[src/design/imuopc_pkg.sv]
// Shared types and constants for the inertial sensor offset calibrator.
package imuopc_pkg;

  // Fixed field widths of the sample and result beats.
  localparam int unsigned NumAxes   = 6;
  localparam int unsigned SampleW   = 16;
  localparam int unsigned OffsetW   = 18;
  localparam int unsigned IntegW    = 48;
  localparam int unsigned RoundsW   = 8;
  localparam int unsigned GravityW  = 15;
  localparam int unsigned CfgIdxW   = 1;
  localparam int unsigned CfgDataW  = 15;
  localparam int unsigned InTdataW  = NumAxes * SampleW;
  localparam int unsigned OutTdataW = ((NumAxes * OffsetW + 7) / 8) * 8;

  // Axis order inside the beat: accelerometer X, Y, Z, then gyro X, Y, Z.
  localparam int unsigned AxisAccelZ = 2;
  localparam int unsigned NumAccel   = 3;

  // Defaults for the top-level parameters.
  localparam int unsigned DefaultSamplesPerRound = 100;
  localparam int unsigned DefaultGainFracBits    = 24;

  // Register reset values.
  localparam logic [RoundsW-1:0]  RoundsReset  = RoundsW'(10);
  localparam logic [GravityW-1:0] GravityReset = GravityW'(16384);

  // Configuration register indexes.
  typedef enum logic [CfgIdxW-1:0] {
    CfgRounds  = 1'b0,
    CfgGravity = 1'b1
  } cfg_idx_e;

  // Per-beat control handed from the sequencer to every axis loop.
  typedef struct packed {
    logic accept;     // a sample beat is taken this cycle
    logic clear;      // start request: offsets and integrals restart at zero
    logic update;     // the PI loops run on this sample
    logic round_end;  // this sample closes a round: integrals are cleared
  } imuopc_ctrl_t;

endpackage

[src/design/imuopc_axis.sv]
// One axis PI loop: error, P term, saturating integral, rounded offset step.
module imuopc_axis
  import imuopc_pkg::*;
#(
  parameter int unsigned GAIN_FRAC_BITS = DefaultGainFracBits
) (
  input  logic                      clk_i,
  input  logic                      rst_ni,
  input  imuopc_ctrl_t              ctrl_i,
  input  logic [GAIN_FRAC_BITS-1:0] kp_i,
  input  logic [GAIN_FRAC_BITS-1:0] ki_i,
  input  logic signed [SampleW-1:0] expect_i,
  input  logic signed [SampleW-1:0] reading_i,
  output logic signed [OffsetW-1:0] offset_o
);

  // Error range is below 2^18 in magnitude; one spare bit.
  localparam int unsigned EW = OffsetW + 2;
  localparam int unsigned PW = EW + GAIN_FRAC_BITS + 1;
  localparam int unsigned SW = ((PW > IntegW) ? PW : IntegW) + 1;
  localparam int unsigned AW = SW + 1;
  localparam int unsigned OW = AW + 1;

  localparam logic signed [SW-1:0] IntHi = SW'((longint'(1) << (IntegW - 1)) - 1);
  localparam logic signed [SW-1:0] IntLo = -IntHi - SW'(1);
  localparam logic [AW-1:0]        Half  = AW'(longint'(1) << (GAIN_FRAC_BITS + 1));
  localparam logic signed [OW-1:0] OffHi = OW'((longint'(1) << (OffsetW - 1)) - 1);
  localparam logic signed [OW-1:0] OffLo = -OffHi - OW'(1);

  logic signed [OffsetW-1:0] offset_q, offset_d, off_cur;
  logic signed [IntegW-1:0]  integ_q, integ_d, int_cur, int_sat;
  logic signed [EW-1:0]      err;
  logic signed [PW-1:0]      prod_p, prod_i;
  logic signed [SW-1:0]      int_sum;
  logic signed [AW-1:0]      sum;
  logic [AW-1:0]             mag, q;
  logic                      neg;
  logic signed [OW-1:0]      off_wide;
  logic signed [OffsetW-1:0] off_new;

  // Loop arithmetic on the state as it stands after a possible restart.
  always_comb begin
    off_cur = ctrl_i.clear ? '0 : offset_q;
    int_cur = ctrl_i.clear ? '0 : integ_q;
    err     = EW'(expect_i) - EW'(reading_i) + EW'(off_cur);
    prod_p  = PW'(err) * PW'($signed({1'b0, kp_i}));
    prod_i  = PW'(err) * PW'($signed({1'b0, ki_i}));
    int_sum = SW'(int_cur) + SW'(prod_i);
    if (int_sum > IntHi) begin
      int_sat = IntegW'(IntHi);
    end else if (int_sum < IntLo) begin
      int_sat = IntegW'(IntLo);
    end else begin
      int_sat = IntegW'(int_sum);
    end
    sum = AW'(prod_p) + AW'(int_sat);
    neg = sum[AW-1];
    mag = neg ? AW'(-sum) : AW'(sum);
    q   = (mag + Half) >> (GAIN_FRAC_BITS + 2);
    // Step is subtracted from the offset, sign restored from the sum.
    off_wide = OW'(off_cur) + (neg ? $signed({1'b0, q}) : -$signed({1'b0, q}));
    if (off_wide > OffHi) begin
      off_new = OffsetW'(OffHi);
    end else if (off_wide < OffLo) begin
      off_new = OffsetW'(OffLo);
    end else begin
      off_new = OffsetW'(off_wide);
    end
  end

  // Next state for an accepted beat.
  always_comb begin
    offset_d = offset_q;
    integ_d  = integ_q;
    if (ctrl_i.accept) begin
      if (ctrl_i.update) begin
        offset_d = off_new;
        integ_d  = ctrl_i.round_end ? '0 : int_sat;
      end else if (ctrl_i.clear) begin
        offset_d = '0;
        integ_d  = '0;
      end
    end
  end

  always_ff @(posedge clk_i or negedge rst_ni) begin
    if (!rst_ni) begin
      offset_q <= '0;
      integ_q  <= '0;
    end else begin
      offset_q <= offset_d;
      integ_q  <= integ_d;
    end
  end

  assign offset_o = ctrl_i.update ? off_new : off_cur;

endmodule

[config.mk]
export PLATFORM = sky130hd
export DESIGN_NAME = imuopc_axis
export DESIGN_NICKNAME = d
export VERILOG_FILES = /design/src/design/imuopc_pkg.sv /design/src/design/imuopc_axis.sv
export SDC_FILE = /design/constraint.sdc
export NUM_CORES = 2
export LEC_CHECK = 0
export BUFFER_PORTS_ARGS = -buffer_cell sky130_fd_sc_hd__buf_2
export CORE_MARGIN = 2
export CORE_UTILIZATION = 30
export CTS_CLUSTER_SIZE = 12
export DETAILED_ROUTE_END_ITERATION = 10
export HOLD_SLACK_MARGIN = 0.02
export SLEW_MARGIN = 20
export SYNTH_ARGS = -nofsm -noshare
export SYNTH_HDL_FRONTEND = slang
export SYNTH_SLANG_ARGS = --single-unit
[constraint.sdc]
create_clock -name clk_i -period 52.4 [get_ports clk_i]
set_clock_uncertainty 0.1 [all_clocks]
set_input_delay 10.48 -clock clk_i [delete_from_list [all_inputs] [get_ports clk_i]]
set_output_delay 10.48 -clock clk_i [all_outputs]
set_load 0.1 [all_outputs]
==> out/qor.csv <==
metric,value,unit
initial antenna violation count,18,
total wire length,124,mm
GR Overflow Total,0,
P&R area growth vs syn,5.99,%
"commonest non-fill, non-tap cell in the layout",inv_1,
Syn Area/Cell,8.34,um2
Async SR Flop Fraction,100,%
core area,146000,um2
Max Transition Viols Final,0,
Total Neg Setup Slack,0,ns
Die X,388,um
worst min-delay path class,flop to flop,
Fin. Hold Viols,0,
fin crit share,95.4,%
RSZ-0062 raised after global routing,no,
Post-CTS Setup Repair Bufs,0,
Starting Density,30.3,%
Util after Layout,32.1,%
Detailed Place HPWL,101,mm
Clock Latency Late Sink,0.38,ns
Synth Warn #,0,
CTS root buf,clkbuf_16,
critical path peak fanout,51,
number of global-route vias before repair,36800,
# DRC,0,
"area leader, netlist",fa_1,
Num Clock Sinks,66,
"commonest cells after routing, fill and taps aside","inv_1, fa_1, nand2_1",
R2R Setup Slk,24.07,ns
Max-cap violations,0,
Worst Tran Pin Value,1.01,ns
"slowest stage delay, CP",0.64,ns
final setup vio count,0,
status,"complete, no violations",
Die Span Y,388,um
first-pass GRT wire length,202,mm
Max H-tree Level,3,
DR iter-0 viols,2573,
layout cells sized above 1,5.01,%
top_reg_cell synth,dfrtp_1,
syn_nets,6671,
Crit Path Category,input pin to primary output,
via count,35500,
Layout Nets,6533,
post-DR wirelength/cell,17.5,um
I/O Pins,104,
WP data arrival,39.41,ns
Cell variety after synth,108,
pin count of the biggest net entering global routing,58,
gpl congestion,0.909,
Post-Syn Instances,5299,
Setup crit end kind,primary output,
clock buffer depth,2,
total CTS buffers,9,
proportion of netlist area held by the largest area contributor,38.5,%
critical path launch point type,input pin,
slowest CP cell,nor4_1,
CTS tree,built,
post-layout min period,49.99,ns
Worst Hold Slack,0.374,ns
"Clk pin slew, worst setup/hold paths",0.06,ns
Critical Path RT,41.82,ns
Port Buffer Count,103,
Syn Std Cell Area,44200,um2
number of synthesized flops with an enable pin,0,
gr usage total,16.6,%
"Seq/Total Area, Yosys",3.74,%
first drt pass iteration count,5,
Rows,140,
number of routed nets with antenna violations,0,
fmax,0.0200,GHz
Worst slew margin,32.3,%
Yosys reg bits,66,
leading post-synthesis cells by cell area,"fa_1, ha_1, inv_1",
via density per instance,5.00,
full die area,150000,um2
## sequential cells by signal, indices dropped and copies added, names as in the netlist
signal / flops
integ_q: 48
offset_q: 18
## timing repair
item,CTS,global route
hold buffers,0,0
setup endpoints to repair,0,17
resized for setup,0,5
## metrics by stage
stage | setup slack, ns | cells | cell area (um2)
after floorplan | 5.07 | 5299 | 44200
after detailed placement | 1.68 | 7067 | 46400
after global placement | 2.16 | 7067 | 46400
after CTS | 1.54 | 7083 | 46800
final | 2.41 | 7089 | 46800
after global routing | 0.100 | 7087 | 46800
## worst paths after layout
check                                        start  depth (start not counted)                 endpoint
max                                      ctrl_i[2]                        107              offset_o[3]
min                        integ_q[46]$_DFFE_PN0P_                          2  integ_q[46]$_DFFE_PN0P_
max reg2reg                offset_q[3]$_DFFE_PN0P_                        103  offset_q[7]$_DFFE_PN0P_
min reg2reg                integ_q[46]$_DFFE_PN0P_                          2  integ_q[46]$_DFFE_PN0P_
max in group asynchronous                   rst_ni                          2  integ_q[10]$_DFFE_PN0P_
min in group asynchronous                   rst_ni                          1  offset_q[7]$_DFFE_PN0P_
## layout make-up
cell class              instances  area (um2)
diodes                          6        15.0
multi-input cells            3863       37600
inverters                    1084        4070
fillers                     15400       99100
clock inverters                 6         138
clock buffers                  10         239
flip-flops and latches         66        1650
repair buffers                137         773
well taps                    1917        2400
## synth_stat cells, types with 18 or more instances
| cell type | number |
|---|---|
| nand2_1 | 723 |
| a21oi_1 | 175 |
| dfrtp_1 | 66 |
| o21bai_1 | 19 |
| nand4_1 | 33 |
| fa_1 | 849 |
| and3_1 | 26 |
| or3_1 | 25 |
| o22ai_1 | 18 |
| nor2_1 | 188 |
| buf_1 | 28 |
| nand3_1 | 61 |
| o21ai_0 | 146 |
| and2_1 | 300 |
| a21boi_0 | 18 |
| nand2b_1 | 83 |
| nor3_1 | 49 |
| a31oi_1 | 46 |
| a21o_1 | 118 |
| xnor2_1 | 109 |
| xor2_1 | 58 |
| clkbuf_1 | 232 |
| inv_1 | 1082 |
| o21a_1 | 19 |
| buf_2 | 21 |
| ha_1 | 437 |
| nor2b_1 | 71 |
| o21ai_1 | 19 |
## cells by family after synthesis
kind of cell,after synthesis,share of synthesized area [%]
AND/OR/NAND/NOR,1634,18.1
buffers and inverters,1370,11.8
adder cells (fa/ha/maj),1299,51.1
AO/OA/AOI/OAI,742,11.5
XOR/XNOR,169,3.40
flip-flops,66,3.74
multiplexers,19,0.445
## worst max-delay path, delay by kind of cell
family | cells | cell delay [ns]
buffers and inverters | 16 | 1.91
XOR/XNOR | 3 | 0.95
AND/OR/NAND/NOR | 22 | 5.08
multiplexers | 2 | 0.54
adder cells (fa/ha/maj) | 20 | 8.45
AO/OA/AOI/OAI | 44 | 11.87
## metal layers
layer	vias up	wire length [um]	track usage, %
li1	16200	-	-
met1	18100	56100	23.4
met2	1030	57900	27.2
met3	162	6520	1.73
met4	14	3290	4.28
met5	-	90	0
Power is left out: the tool's default activity adds up to more than one toggle a clock period on the data nets, which glitch-free logic cannot reach.
