`src/design/imuopc_pkg.sv`:
```
// Shared types and constants for the inertial sensor offset calibrator.
package imuopc_pkg;

  // Fixed field widths of the sample and result beats.
  localparam int unsigned NumAxes   = 6;
  localparam int unsigned SampleW   = 16;
  localparam int unsigned OffsetW   = 18;
  localparam int unsigned IntegW    = 48;
  localparam int unsigned RoundsW   = 8;
  localparam int unsigned GravityW  = 15;
  localparam int unsigned CfgIdxW   = 1;
  localparam int unsigned CfgDataW  = 15;
  localparam int unsigned InTdataW  = NumAxes * SampleW;
  localparam int unsigned OutTdataW = ((NumAxes * OffsetW + 7) / 8) * 8;

  // Axis order inside the beat: accelerometer X, Y, Z, then gyro X, Y, Z.
  localparam int unsigned AxisAccelZ = 2;
  localparam int unsigned NumAccel   = 3;

  // Defaults for the top-level parameters.
  localparam int unsigned DefaultSamplesPerRound = 100;
  localparam int unsigned DefaultGainFracBits    = 24;

  // Register reset values.
  localparam logic [RoundsW-1:0]  RoundsReset  = RoundsW'(10);
  localparam logic [GravityW-1:0] GravityReset = GravityW'(16384);

  // Configuration register indexes.
  typedef enum logic [CfgIdxW-1:0] {
    CfgRounds  = 1'b0,
    CfgGravity = 1'b1
  } cfg_idx_e;

  // Per-beat control handed from the sequencer to every axis loop.
  typedef struct packed {
    logic accept;     // a sample beat is taken this cycle
    logic clear;      // start request: offsets and integrals restart at zero
    logic update;     // the PI loops run on this sample
    logic round_end;  // this sample closes a round: integrals are cleared
  } imuopc_ctrl_t;

endpackage

```
`src/design/imuopc_ctrl.sv`:
```
// Calibration sequencer: registers, gains, sample and round counters.
module imuopc_ctrl
  import imuopc_pkg::*;
#(
  parameter int unsigned SAMPLES_PER_ROUND = DefaultSamplesPerRound,
  parameter int unsigned GAIN_FRAC_BITS    = DefaultGainFracBits
) (
  input  logic                       clk_i,
  input  logic                       rst_ni,
  input  logic                       cfg_we_i,
  input  logic [CfgIdxW-1:0]         cfg_idx_i,
  input  logic [CfgDataW-1:0]        cfg_wdata_i,
  input  logic                       accept_i,
  input  logic                       start_i,
  output imuopc_ctrl_t               ctrl_o,
  output logic [GAIN_FRAC_BITS-1:0]  kp_o,
  output logic [GAIN_FRAC_BITS-1:0]  ki_accel_o,
  output logic [GAIN_FRAC_BITS-1:0]  ki_gyro_o,
  output logic [GravityW-1:0]        gravity_o,
  output logic                       busy_o
);

  localparam int unsigned    GW  = GAIN_FRAC_BITS;
  localparam int unsigned    CW  = $clog2(SAMPLES_PER_ROUND + 1);
  localparam longint         One = longint'(1) << GAIN_FRAC_BITS;
  localparam logic [GW-1:0]  KpInit      = GW'((3 * One + 5) / 10);
  localparam logic [GW-1:0]  KiAccelInit = GW'((9 * One + 50) / 100);
  localparam logic [GW-1:0]  KiGyroInit  = GW'((2 * One + 50) / 100);
  localparam logic [CW-1:0]  SprLast     = CW'(SAMPLES_PER_ROUND);

  logic [RoundsW-1:0]  rounds_q;
  logic [GravityW-1:0] gravity_q;
  logic [GW-1:0]       kp_q, kp_d, kia_q, kia_d, kig_q, kig_d;
  logic [GW-1:0]       kp_cur, kia_cur, kig_cur;
  logic [CW-1:0]       cnt_q, cnt_d, cnt_cur, cnt_inc;
  logic [RoundsW-1:0]  rnd_q, rnd_d, rnd_cur, rnd_inc;
  logic                cal_q, cal_d, cal_cur, round_end;

  // Gain decay to three quarters, rounded down.
  function automatic logic [GW-1:0] decay(input logic [GW-1:0] g);
    logic [GW+1:0] t;
    t = {2'b00, g} + {1'b0, g, 1'b0};
    return GW'(t >> 2);
  endfunction

  // Configuration writes.
  always_ff @(posedge clk_i or negedge rst_ni) begin
    if (!rst_ni) begin
      rounds_q  <= RoundsReset;
      gravity_q <= GravityReset;
    end else if (cfg_we_i) begin
      unique case (cfg_idx_e'(cfg_idx_i))
        CfgRounds:  rounds_q  <= RoundsW'(cfg_wdata_i);
        CfgGravity: gravity_q <= cfg_wdata_i;
        default: ;
      endcase
    end
  end

  // State as seen by this beat, after a possible restart.
  always_comb begin
    kp_cur    = start_i ? KpInit      : kp_q;
    kia_cur   = start_i ? KiAccelInit : kia_q;
    kig_cur   = start_i ? KiGyroInit  : kig_q;
    cnt_cur   = start_i ? '0 : cnt_q;
    rnd_cur   = start_i ? '0 : rnd_q;
    cal_cur   = start_i ? (rounds_q != '0) : cal_q;
    cnt_inc   = cnt_cur + CW'(1);
    rnd_inc   = rnd_cur + RoundsW'(1);
    round_end = cal_cur && (cnt_inc >= SprLast);
  end

  // Sequencer next state for an accepted beat.
  always_comb begin
    kp_d  = kp_q;
    kia_d = kia_q;
    kig_d = kig_q;
    cnt_d = cnt_q;
    rnd_d = rnd_q;
    cal_d = cal_q;
    if (accept_i) begin
      kp_d  = kp_cur;
      kia_d = kia_cur;
      kig_d = kig_cur;
      cnt_d = cnt_cur;
      rnd_d = rnd_cur;
      cal_d = cal_cur;
      if (cal_cur) begin
        cnt_d = cnt_inc;
        if (round_end) begin
          cnt_d = '0;
          kp_d  = decay(kp_cur);
          kia_d = decay(kia_cur);
          kig_d = decay(kig_cur);
          rnd_d = rnd_inc;
          cal_d = rnd_inc < rounds_q;
        end
      end
    end
  end

  always_ff @(posedge clk_i or negedge rst_ni) begin
    if (!rst_ni) begin
      kp_q  <= KpInit;
      kia_q <= KiAccelInit;
      kig_q <= KiGyroInit;
      cnt_q <= '0;
      rnd_q <= '0;
      cal_q <= 1'b0;
    end else begin
      kp_q  <= kp_d;
      kia_q <= kia_d;
      kig_q <= kig_d;
      cnt_q <= cnt_d;
      rnd_q <= rnd_d;
      cal_q <= cal_d;
    end
  end

  assign ctrl_o.accept    = accept_i;
  assign ctrl_o.clear     = start_i;
  assign ctrl_o.update    = cal_cur;
  assign ctrl_o.round_end = round_end;
  assign kp_o       = kp_cur;
  assign ki_accel_o = kia_cur;
  assign ki_gyro_o  = kig_cur;
  assign gravity_o  = gravity_q;
  assign busy_o     = cal_d;

endmodule

```
`config.mk`:
```
export PLATFORM = sky130hd
export DESIGN_NAME = imuopc_ctrl
export DESIGN_NICKNAME = d
export VERILOG_FILES = /design/src/design/imuopc_pkg.sv /design/src/design/imuopc_ctrl.sv
export SDC_FILE = /design/constraint.sdc
export NUM_CORES = 1
export LEC_CHECK = 0
export ABC_AREA = 0
export BUFFER_PORTS_ARGS = -buffer_cell sky130_fd_sc_hd__buf_4
export CORE_MARGIN = 4
export CORE_UTILIZATION = 54
export CTS_CLUSTER_DIAMETER = 80
export DETAILED_ROUTE_END_ITERATION = 10
export GPL_TIMING_DRIVEN = 0
export HOLD_SLACK_MARGIN = 0.03
export PLACE_DENSITY = 0.89
export SLEW_MARGIN = 20
export SYNTH_ARGS = -nofsm -noshare
export SYNTH_HDL_FRONTEND = slang
export SYNTH_SLANG_ARGS = --single-unit
export TNS_END_PERCENT = 30
```
`constraint.sdc`:
```
create_clock -name clk_i -period 4.3 [get_ports clk_i]
set_clock_uncertainty 0.05 [all_clocks]
set_input_delay 0.645 -clock clk_i [delete_from_list [all_inputs] [get_ports clk_i]]
set_output_delay 0.645 -clock clk_i [all_outputs]
set_load 0.005 [all_outputs]
```
==> results of run 1 <==
-- metrics by stage --
step | util | hold WS [ns] | instances | area [um^2]
after floorplan | - | 0.2994 | 1159 | 9455
after detailed placement | 0.6176 | 0.4126 | 1497 | 10610
final | 0.6652 | 0.1225 | 1537 | 11430
after global placement | 0.6158 | 0.4055 | 1496 | 10580
after CTS | 0.6512 | 0.1382 | 1518 | 11190
after global routing | 0.6652 | 0.1487 | 1537 | 11430
-- routing by layer --
layer,part of all wire,track usage,vias to the layer above
met1,0.38,0.3952,4721
met4,0.062,0.1968,0
met2,0.45,0.4859,651
met5,0,0,-
li1,-,-,4459
met3,0.11,0.05633,144
-- repair_timing --
action	CTS	global route
hold endpoints to repair	0	0
resized for setup	61	25
hold buffers	0	0
setup buffers	5	21
setup endpoints to repair	89	48
pin swaps	5	14
-- where the power goes --
| group | switching [mW] | internal [mW] |
|---|---|---|
| clock | 0.472 | 0.415 |
| sequential | 0.0465 | 1.12 |
| combinational | 0.384 | 0.276 |
-- area by class of cell --
class | count | area (um^2)
Multi-Input combinational cell | 926 | 6267
Fill cell | 1391 | 5751
Sequential cell | 111 | 2823
Timing Repair Buffer | 139 | 1079
Buffer | 87 | 539.3
Tap cell | 225 | 281.5
Clock buffer | 9 | 225.2
Inverter | 33 | 132.6
Clock inverter | 7 | 78.83
-- state kept, by name (all words and copies together), names as in the netlist --
name,count
kig_q,24
kia_q,24
rounds_q,8
cal_q,1
gravity_o,15
rnd_q,8
kp_q,24
cnt_q,7
-- how the worst max path moves through the flow --
stage | end | from | slack (ns)
2_1_floorplan | ctrl_o[0] | start_i | 0.005
4_1_cts | ctrl_o[0] | start_i | 0.0008
6_report | ctrl_o[0] | start_i | 0.04
3_3_place_gp | ctrl_o[0] | start_i | -1.75
3_5_place_dp | ctrl_o[0] | start_i | -1.82
5_1_grt | ctrl_o[0] | start_i | -0.03
-- logic make-up after synthesis --
logic type               synth area share
AO/OA/AOI/OAI                      0.2670
AND/OR/NAND/NOR                    0.2061
buffers and inverters             0.05268
flip-flops                         0.2994
XOR/XNOR                          0.06781
adder cells (fa/ha/maj)           0.08041
multiplexers                      0.02667
-- layout by cell type, fill, tap and decap left out, types with 6 or more instances in the layout --
cell       instances
clkbuf_1          46
ha_1              55
o32ai_1            7
or2_2             49
clkbuf_16         13
nand2b_1          14
nor2_1            85
o21a_1            17
nand4_1            7
o221ai_1           8
o2111ai_1          6
o21ai_0          105
mux2_2            17
and2_1             7
xnor2_1           39
buf_2             16
o22ai_1            8
dfrtp_1           75
a31oi_1           13
a21o_1            20
nor2b_1           56
a21oi_1           97
mux2i_1            6
a211oi_1          11
a22oi_1            9
nand3_1           25
buf_4            140
dfstp_2           36
a22o_1             9
nor3_1            14
inv_1             30
nand2_1           83
o31ai_1            6
xor2_1            34
-- worst max-delay path, stage by stage --
cell       delay (ns)
buf_8            0.13
buf_12           0.15
buf_12           0.13
clkbuf_16        0.15
clkbuf_16        0.15
buf_4            0.14
buf_12           0.13
nor2b_4          0.15
ha_4             0.16
nand3b_1         0.20
o32ai_4          0.37
buf_6            0.15
nor3_4           0.04
o21bai_2         0.19
or2_4            0.19
inv_6            0.07
clkbuf_16        0.16
buf_4            0.12
buf_4            0.12
==> summary.txt, run 1 <==
Setup path
  – Worst EP required: 3.61 ns
  – Worst R2R Start: cnt_q[0]
  – Reg-to-Reg End: kp_q[18]
  – Max FO, Critical Path: 11
  – CP endpoint kind: primary output
  – Setup CP Type: input pin to primary output
  – Worst EP arrival: 3.57 ns
  – R2R cell count: 11
  – FF-to-FF setup slack: 0.81 ns
  – Startpoint type of the worst setup path: input pin

Clock tree
  – Clock transition at path regs: 0.09 ns
  – Clk sinks: 111
  – Number of CTS-inserted buffers: 9
  – Root Buffer: clkbuf_16
  – Max Buffers Root-to-Sink: 2
  – H-Tree Depth: 3
  – TritonCTS clock tree: built
  – Clk_lat worst skew: 0.38 ns

STA
  – Final setup TNS: 0 ns
  – Final setup margin: 0.03666 ns
  – Tmin final: 4.263 ns
  – Least-Margin Pin Slew: 0.7783 ns
  – Hold Fails Final Rpt: 0
  – Peak Freq: 234.6 MHz
  – Fin. max-slew vios: 0
  – Tcrit/Tclk final: 0.9915
  – Relative slew margins: 0.4811
  – Setup-failing EPs final: 0

Floorplanning
  – Row count: 48
  – Initial core utilization: 0.5490
  – Core region area: 0.01718 mm^2
  – IO Count: 113
  – Die X: 140.1 um
  – Die area: 0.01964 mm^2
  – Die height: 140.1 um

Logic synthesis
  – Area leader, netlist: dfrtp_1
  – Most numerous cell in the Yosys netlist: o21ai_0
  – Post-synth EDFFs: 0
  – Most instantiated cells after synthesis: 106 x o21ai_0, 99 x a21oi_1, 85 x nor2_1, 83 x nand2_1, 75 x dfrtp_1
  – Ys async rst share: 1.000
  – Seq/Total Area, Yosys: 0.2994
  – Synth Cell Area: 0.009429 mm^2
  – Synth Instances: 1159
  – Ys flop type: dfrtp_1
  – Avg Inst Size Synth: 8.135 um^2
  – YS warnings: 0
  – Share of the synthesized area in the top cell type: 0.1990
  – #FFs+latches synth: 111
  – Mapped Nets: 1239
  – Synth top area cells: dfrtp_1 20%, dfstp_2 10%, ha_1 7.8%
  – Unique masters post-synth: 76

Job
  – Max Cap Viol: 0

Cells and area
  – Layout cells sized above 1: 0.2538
  – Area Overhead vs Synth: 21.18%
  – Diode count: 0
  – Nets: 1387

GRT
  – Initial antenna violation count: 0
  – Largest net degree at the start of global routing: 72
  – Tot GR Track Use: 0.3102
  – Remaining Overflow, GRT: 0
  – Vias in the first global route: 9470
  – Global-route wire length before repair: 48980 um

Routing
  – Via-per-instance ratio: 6.490
  – DRT iter0 DRCs: 1254
  – Drt pass-1 iters: 8
  – DR WL/cell: 20.68 um
  – # DRC: 0
  – Antenna Violating Nets Remaining: 0
  – Vias: 9975
  – Final wirelength: 31790 um

Worst hold path
  – Worst min-delay path category: input pin to asynchronous set/reset pin

Power and ir drop
  – Power Total: 2.711 mW
  – VDD IR-drop max: 0.2126 mV
  – PwrDens: 237.3 mW/mm^2
  – Lkg Pwr: 4.910 nW

Place
  – # port buffers: 112
  – Pre-CTS setup slack: -1.819 ns
  – Post-DP HPWL: 22060 um
  – Placer Congestion: 0.9772

Status
  – Outcome: finished, final reports clean
Power figures use the tool's default switching activity.
==> run 2: changes to the inputs <==
--- a/config.mk
+++ b/config.mk
@@ -6,11 +6,11 @@
 export NUM_CORES = 1
 export LEC_CHECK = 0
 export ABC_AREA = 0
-export BUFFER_PORTS_ARGS = -buffer_cell sky130_fd_sc_hd__buf_4
 export CORE_MARGIN = 4
-export CORE_UTILIZATION = 54
-export CTS_CLUSTER_DIAMETER = 80
+export CORE_UTILIZATION = 59
+export CTS_CLUSTER_DIAMETER = 60
 export DETAILED_ROUTE_END_ITERATION = 10
+export DONT_BUFFER_PORTS = 1
 export GPL_TIMING_DRIVEN = 0
 export HOLD_SLACK_MARGIN = 0.03
 export PLACE_DENSITY = 0.89
==> summary.txt, run 2 (synthesis results as in run 1) <==
Status
  – Outcome: finished, violations left (was finished, final reports clean)
  – Violated checks: negative setup slack

Clock tree
  – Clk sinks: 111 (unchanged)
  – Root Buffer: clkbuf_16 (unchanged)
  – H-Tree Depth: 3 (unchanged)
  – Number of CTS-inserted buffers: 9 (unchanged)
  – Clock transition at path regs: 0.09 ns (about the same)
  – Max Buffers Root-to-Sink: 2 (unchanged)
  – Clk_lat worst skew: 0.38 ns (about the same)
  – TritonCTS clock tree: built (unchanged)

Setup path
  – Slowest CP cell: ha_1 (was o32ai_4)
  – Critical path buffers and inverters: 6 (was 12)
  – Most frequent CP cell: o21a_1
  – Setup CP Type: input pin to primary output (unchanged)
  – Worst EP arrival: 3.64 ns (was 3.57 ns)
  – Max FO, Critical Path: 10 (was 11)
  – CP endpoint kind: primary output (unchanged)
  – Worst Setup SP: start_i (unchanged)
  – Worst R2R Start: kia_q[2] (was cnt_q[0])
  – Reg-to-Reg End: kia_q[22] (was kp_q[18])
  – CP top delay family: compound AO/OA/AOI/OAI gates (was buffers and inverters)
  – Startpoint type of the worst setup path: input pin (unchanged)
  – Slowest cell delay on critical path: 0.32 ns (was 0.37 ns)
  – Worst EP required: 3.61 ns (about the same)
  – Sequence of cells on the critical path: buf_6 -> buf_12 -> buf_8 -> clkbuf_16 -> clkbuf_8 -> clkbuf_8 -> nor2b_1 -> ha_1 -> ha_1 -> a21boi_0 -> o21a_1 -> o21a_1 -> o21a_1 -> o21ai_0 -> a21oi_1 -> nor2_1 -> o31a_1 (was buf_8 -> buf_12 -> buf_12 -> clkbuf_16 -> clkbuf_16 -> buf_4 -> buf_12 -> nor2b_4 -> ha_4 -> nand3b_1 -> o32ai_4 -> buf_6 -> nor3_4 -> o21bai_2 -> or2_4 -> inv_6 -> clkbuf_16 -> buf_4 -> buf_4)
  – FF-to-FF setup slack: 0.77 ns (was 0.81 ns)
  – R2R cell count: 12 (was 11)

Cells and area
  – Layout cells sized above 1: 0.1713 (was 0.2538)
  – Nets: 1260 (was 1387)
  – Commonest non-fill, non-tap cells in the layout: 104 x o21ai_0, 98 x a21oi_1, 85 x nor2_1 (was 140 x buf_4, 105 x o21ai_0, 97 x a21oi_1)
  – Final instance area: 0.01039 mm^2 (was 0.01143 mm^2)
  – Most common cell after layout, fill and taps aside: o21ai_0 (was buf_4)
  – Biggest registers after layout: kia_q: 24 flops, kig_q: 24 flops, kp_q: 24 flops (unchanged)
  – Core Util, Final: 0.6736 (was 0.6652)
  – Area Overhead vs Synth: 10.20% (was 21.18%)
  – Fill cells: 1255 (was 1391)
  – Diode count: 0 (unchanged)

Power and ir drop
  – Clock Power Share: 0.344 (was 0.327)
  – Psw: 877.6 uW (was 903.4 uW)
  – Combinational fraction of design power: 0.212 (was 0.243)
  – PwrDens: 252.6 mW/mm^2 (was 237.3 mW/mm^2)
  – Internal power: 1.747 mW (was 1.808 mW)
  – Lkg Pwr: 4.283 nW (was 4.910 nW)
  – VDD IR-drop max: 0.1975 mV (was 0.2126 mV)
  – Sequential Power Share: 0.445 (was 0.429)
  – Sw frac: 0.3343 (was 0.3332)

STA
  – Fin. max-slew vios: 0 (unchanged)
  – Tmin final: 4.334 ns (was 4.263 ns)
  – Hold_ws: 0.04947 ns (was 0.1225 ns)
  – Tcrit/Tclk final: 1.008 (was 0.9915)
  – Setup-failing EPs final: 1 (was 0)
  – Final setup margin: -0.03412 ns (was 0.03666 ns)
  – Least-Margin Pin Slew: 0.7922 ns (was 0.7783 ns)
  – Relative slew margins: 0.4719 (was 0.4811)
  – Final setup TNS: -0.03412 ns (was 0 ns)
  – RSZ-0062 raised after global routing: yes
  – Peak Freq: 230.7 MHz (was 234.6 MHz)
  – Hold Fails Final Rpt: 0 (unchanged)

Floorplanning
  – Core region area: 0.01543 mm^2 (was 0.01718 mm^2)
  – Die X: 134.4 um (was 140.1 um)
  – Die height: 134.4 um (was 140.1 um)
  – Initial core utilization: 0.6112 (was 0.5490)
  – Row count: 45 (was 48)
  – Die area: 0.01807 mm^2 (was 0.01964 mm^2)
  – IO Count: 113 (unchanged)

GRT
  – Vias in the first global route: 8904 (was 9470)
  – Global-route wire length before repair: 47090 um (was 48980 um)
  – Initial antenna violation count: 1 (was 0)
  – Remaining Overflow, GRT: 0 (unchanged)
  – Largest net degree at the start of global routing: 76 (was 72)
  – Tot GR Track Use: 0.3294 (was 0.3102)

Place
  – # port buffers: 0 (was 112)
  – Post-DP HPWL: 20780 um (was 22060 um)
  – Placed cell areas: 0.009719 mm^2 (was 0.01061 mm^2)
  – Placer Congestion: 0.9670 (was 0.9772)

Routing
  – Vias: 9317 (was 9975)
  – Drt pass-1 iters: 5 (was 8)
  – DRT iter0 DRCs: 1019 (was 1254)
  – Via-per-instance ratio: 6.674 (was 6.490)
  – DR WL/cell: 21.88 um (was 20.68 um)
  – Antenna Violating Nets Remaining: 0 (unchanged)
  – Final wirelength: 30550 um (was 31790 um)
  – # DRC: 0 (unchanged)

Worst hold path
  – Worst min-delay path category: input pin to asynchronous set/reset pin (unchanged)

Job
  – Max Cap Viol: 0 (unchanged)
-- run 2: power groups by stage --
| stage | clock (mW) | combinational, mW | sequential, mW |
|---|---|---|---|
| after floorplan | 0 | 0.368 | 1.17 |
| after global placement | 0 | 0.475 | 1.18 |
| after detailed placement | 0 | 0.489 | 1.18 |
| after CTS | 0.901 | 0.528 | 1.17 |
| after global routing | 0.935 | 0.602 | 1.17 |
| final | 0.902 | 0.556 | 1.17 |
-- run 2: repair_timing --
action                                 in CTS  in global routing
setup endpoints to repair                  84                 72
buffers inserted                            3                  6
gates resized for setup                    50                 30
hold buffers                                1                  0
endpoints found under the hold margin      75                  0
pin swaps                                   2                  6
-- run 2: worst register-to-register path, stage by stage, from the launching register on --
cell and delay (ns):
dfstp_2 0.53, clkbuf_1 0.29, or2_2 0.18, ha_2 0.30, o21a_1 0.15, a21oi_2 0.20, o22ai_2 0.13, a21o_1 0.24
a221o_1 0.39, a221o_1 0.40, a2111oi_2 0.37, a31oi_1 0.09, o21ai_1 0.15
-- run 2: final cells by class --
cell class,instances,area [um^2],share of cell area
plain buffers,89,528.0,0.05081
clock buffers,9,225.2,0.02167
clock inverters,7,83.83,0.008067
inverters,33,127.6,0.01228
multi-input cells,926,6245,0.6010
flip-flops and latches,111,2823,0.2716
well taps,211,264.0,0.02541
repair buffers,10,95.09,0.009151
-- run 2: per-stage QoR --
stage / cells / total power [mW] / setup slack, ns
floorplan: 1159 / 1.538 / 0.004983
global placement: 1370 / 1.655 / -1.527
detailed placement: 1370 / 1.673 / -1.642
CTS: 1390 / 2.595 / -0.003810
global route: 1396 / 2.712 / -0.1127
finish: 1396 / 2.625 / -0.03412
-- run 2: worst max-delay path by stage --
stage / end / slack [ns] / depth (start not counted)
finish: busy_o / -0.03 / 17
global route: kp_q[22] / -0.11 / 17
CTS: busy_o / -0.004 / 17
detailed placement: kp_q[14] / -1.64 / 17
global placement: kia_q[17] / -1.53 / 17
floorplan: ctrl_o[0] / 0.005 / 16
-- run 2: per-layer routing --
metal / GRT usage / vias to the layer above / part of all wire / wire (um)
met2: 0.5117 / 601 / 0.45 / 13660
met4: 0.1855 / 2 / 0.055 / 1687
met3: 0.09602 / 153 / 0.12 / 3628
met5: 0 / - / 0.00043 / 13
met1: 0.4109 / 4363 / 0.38 / 11560
li1: - / 4198 / - / -
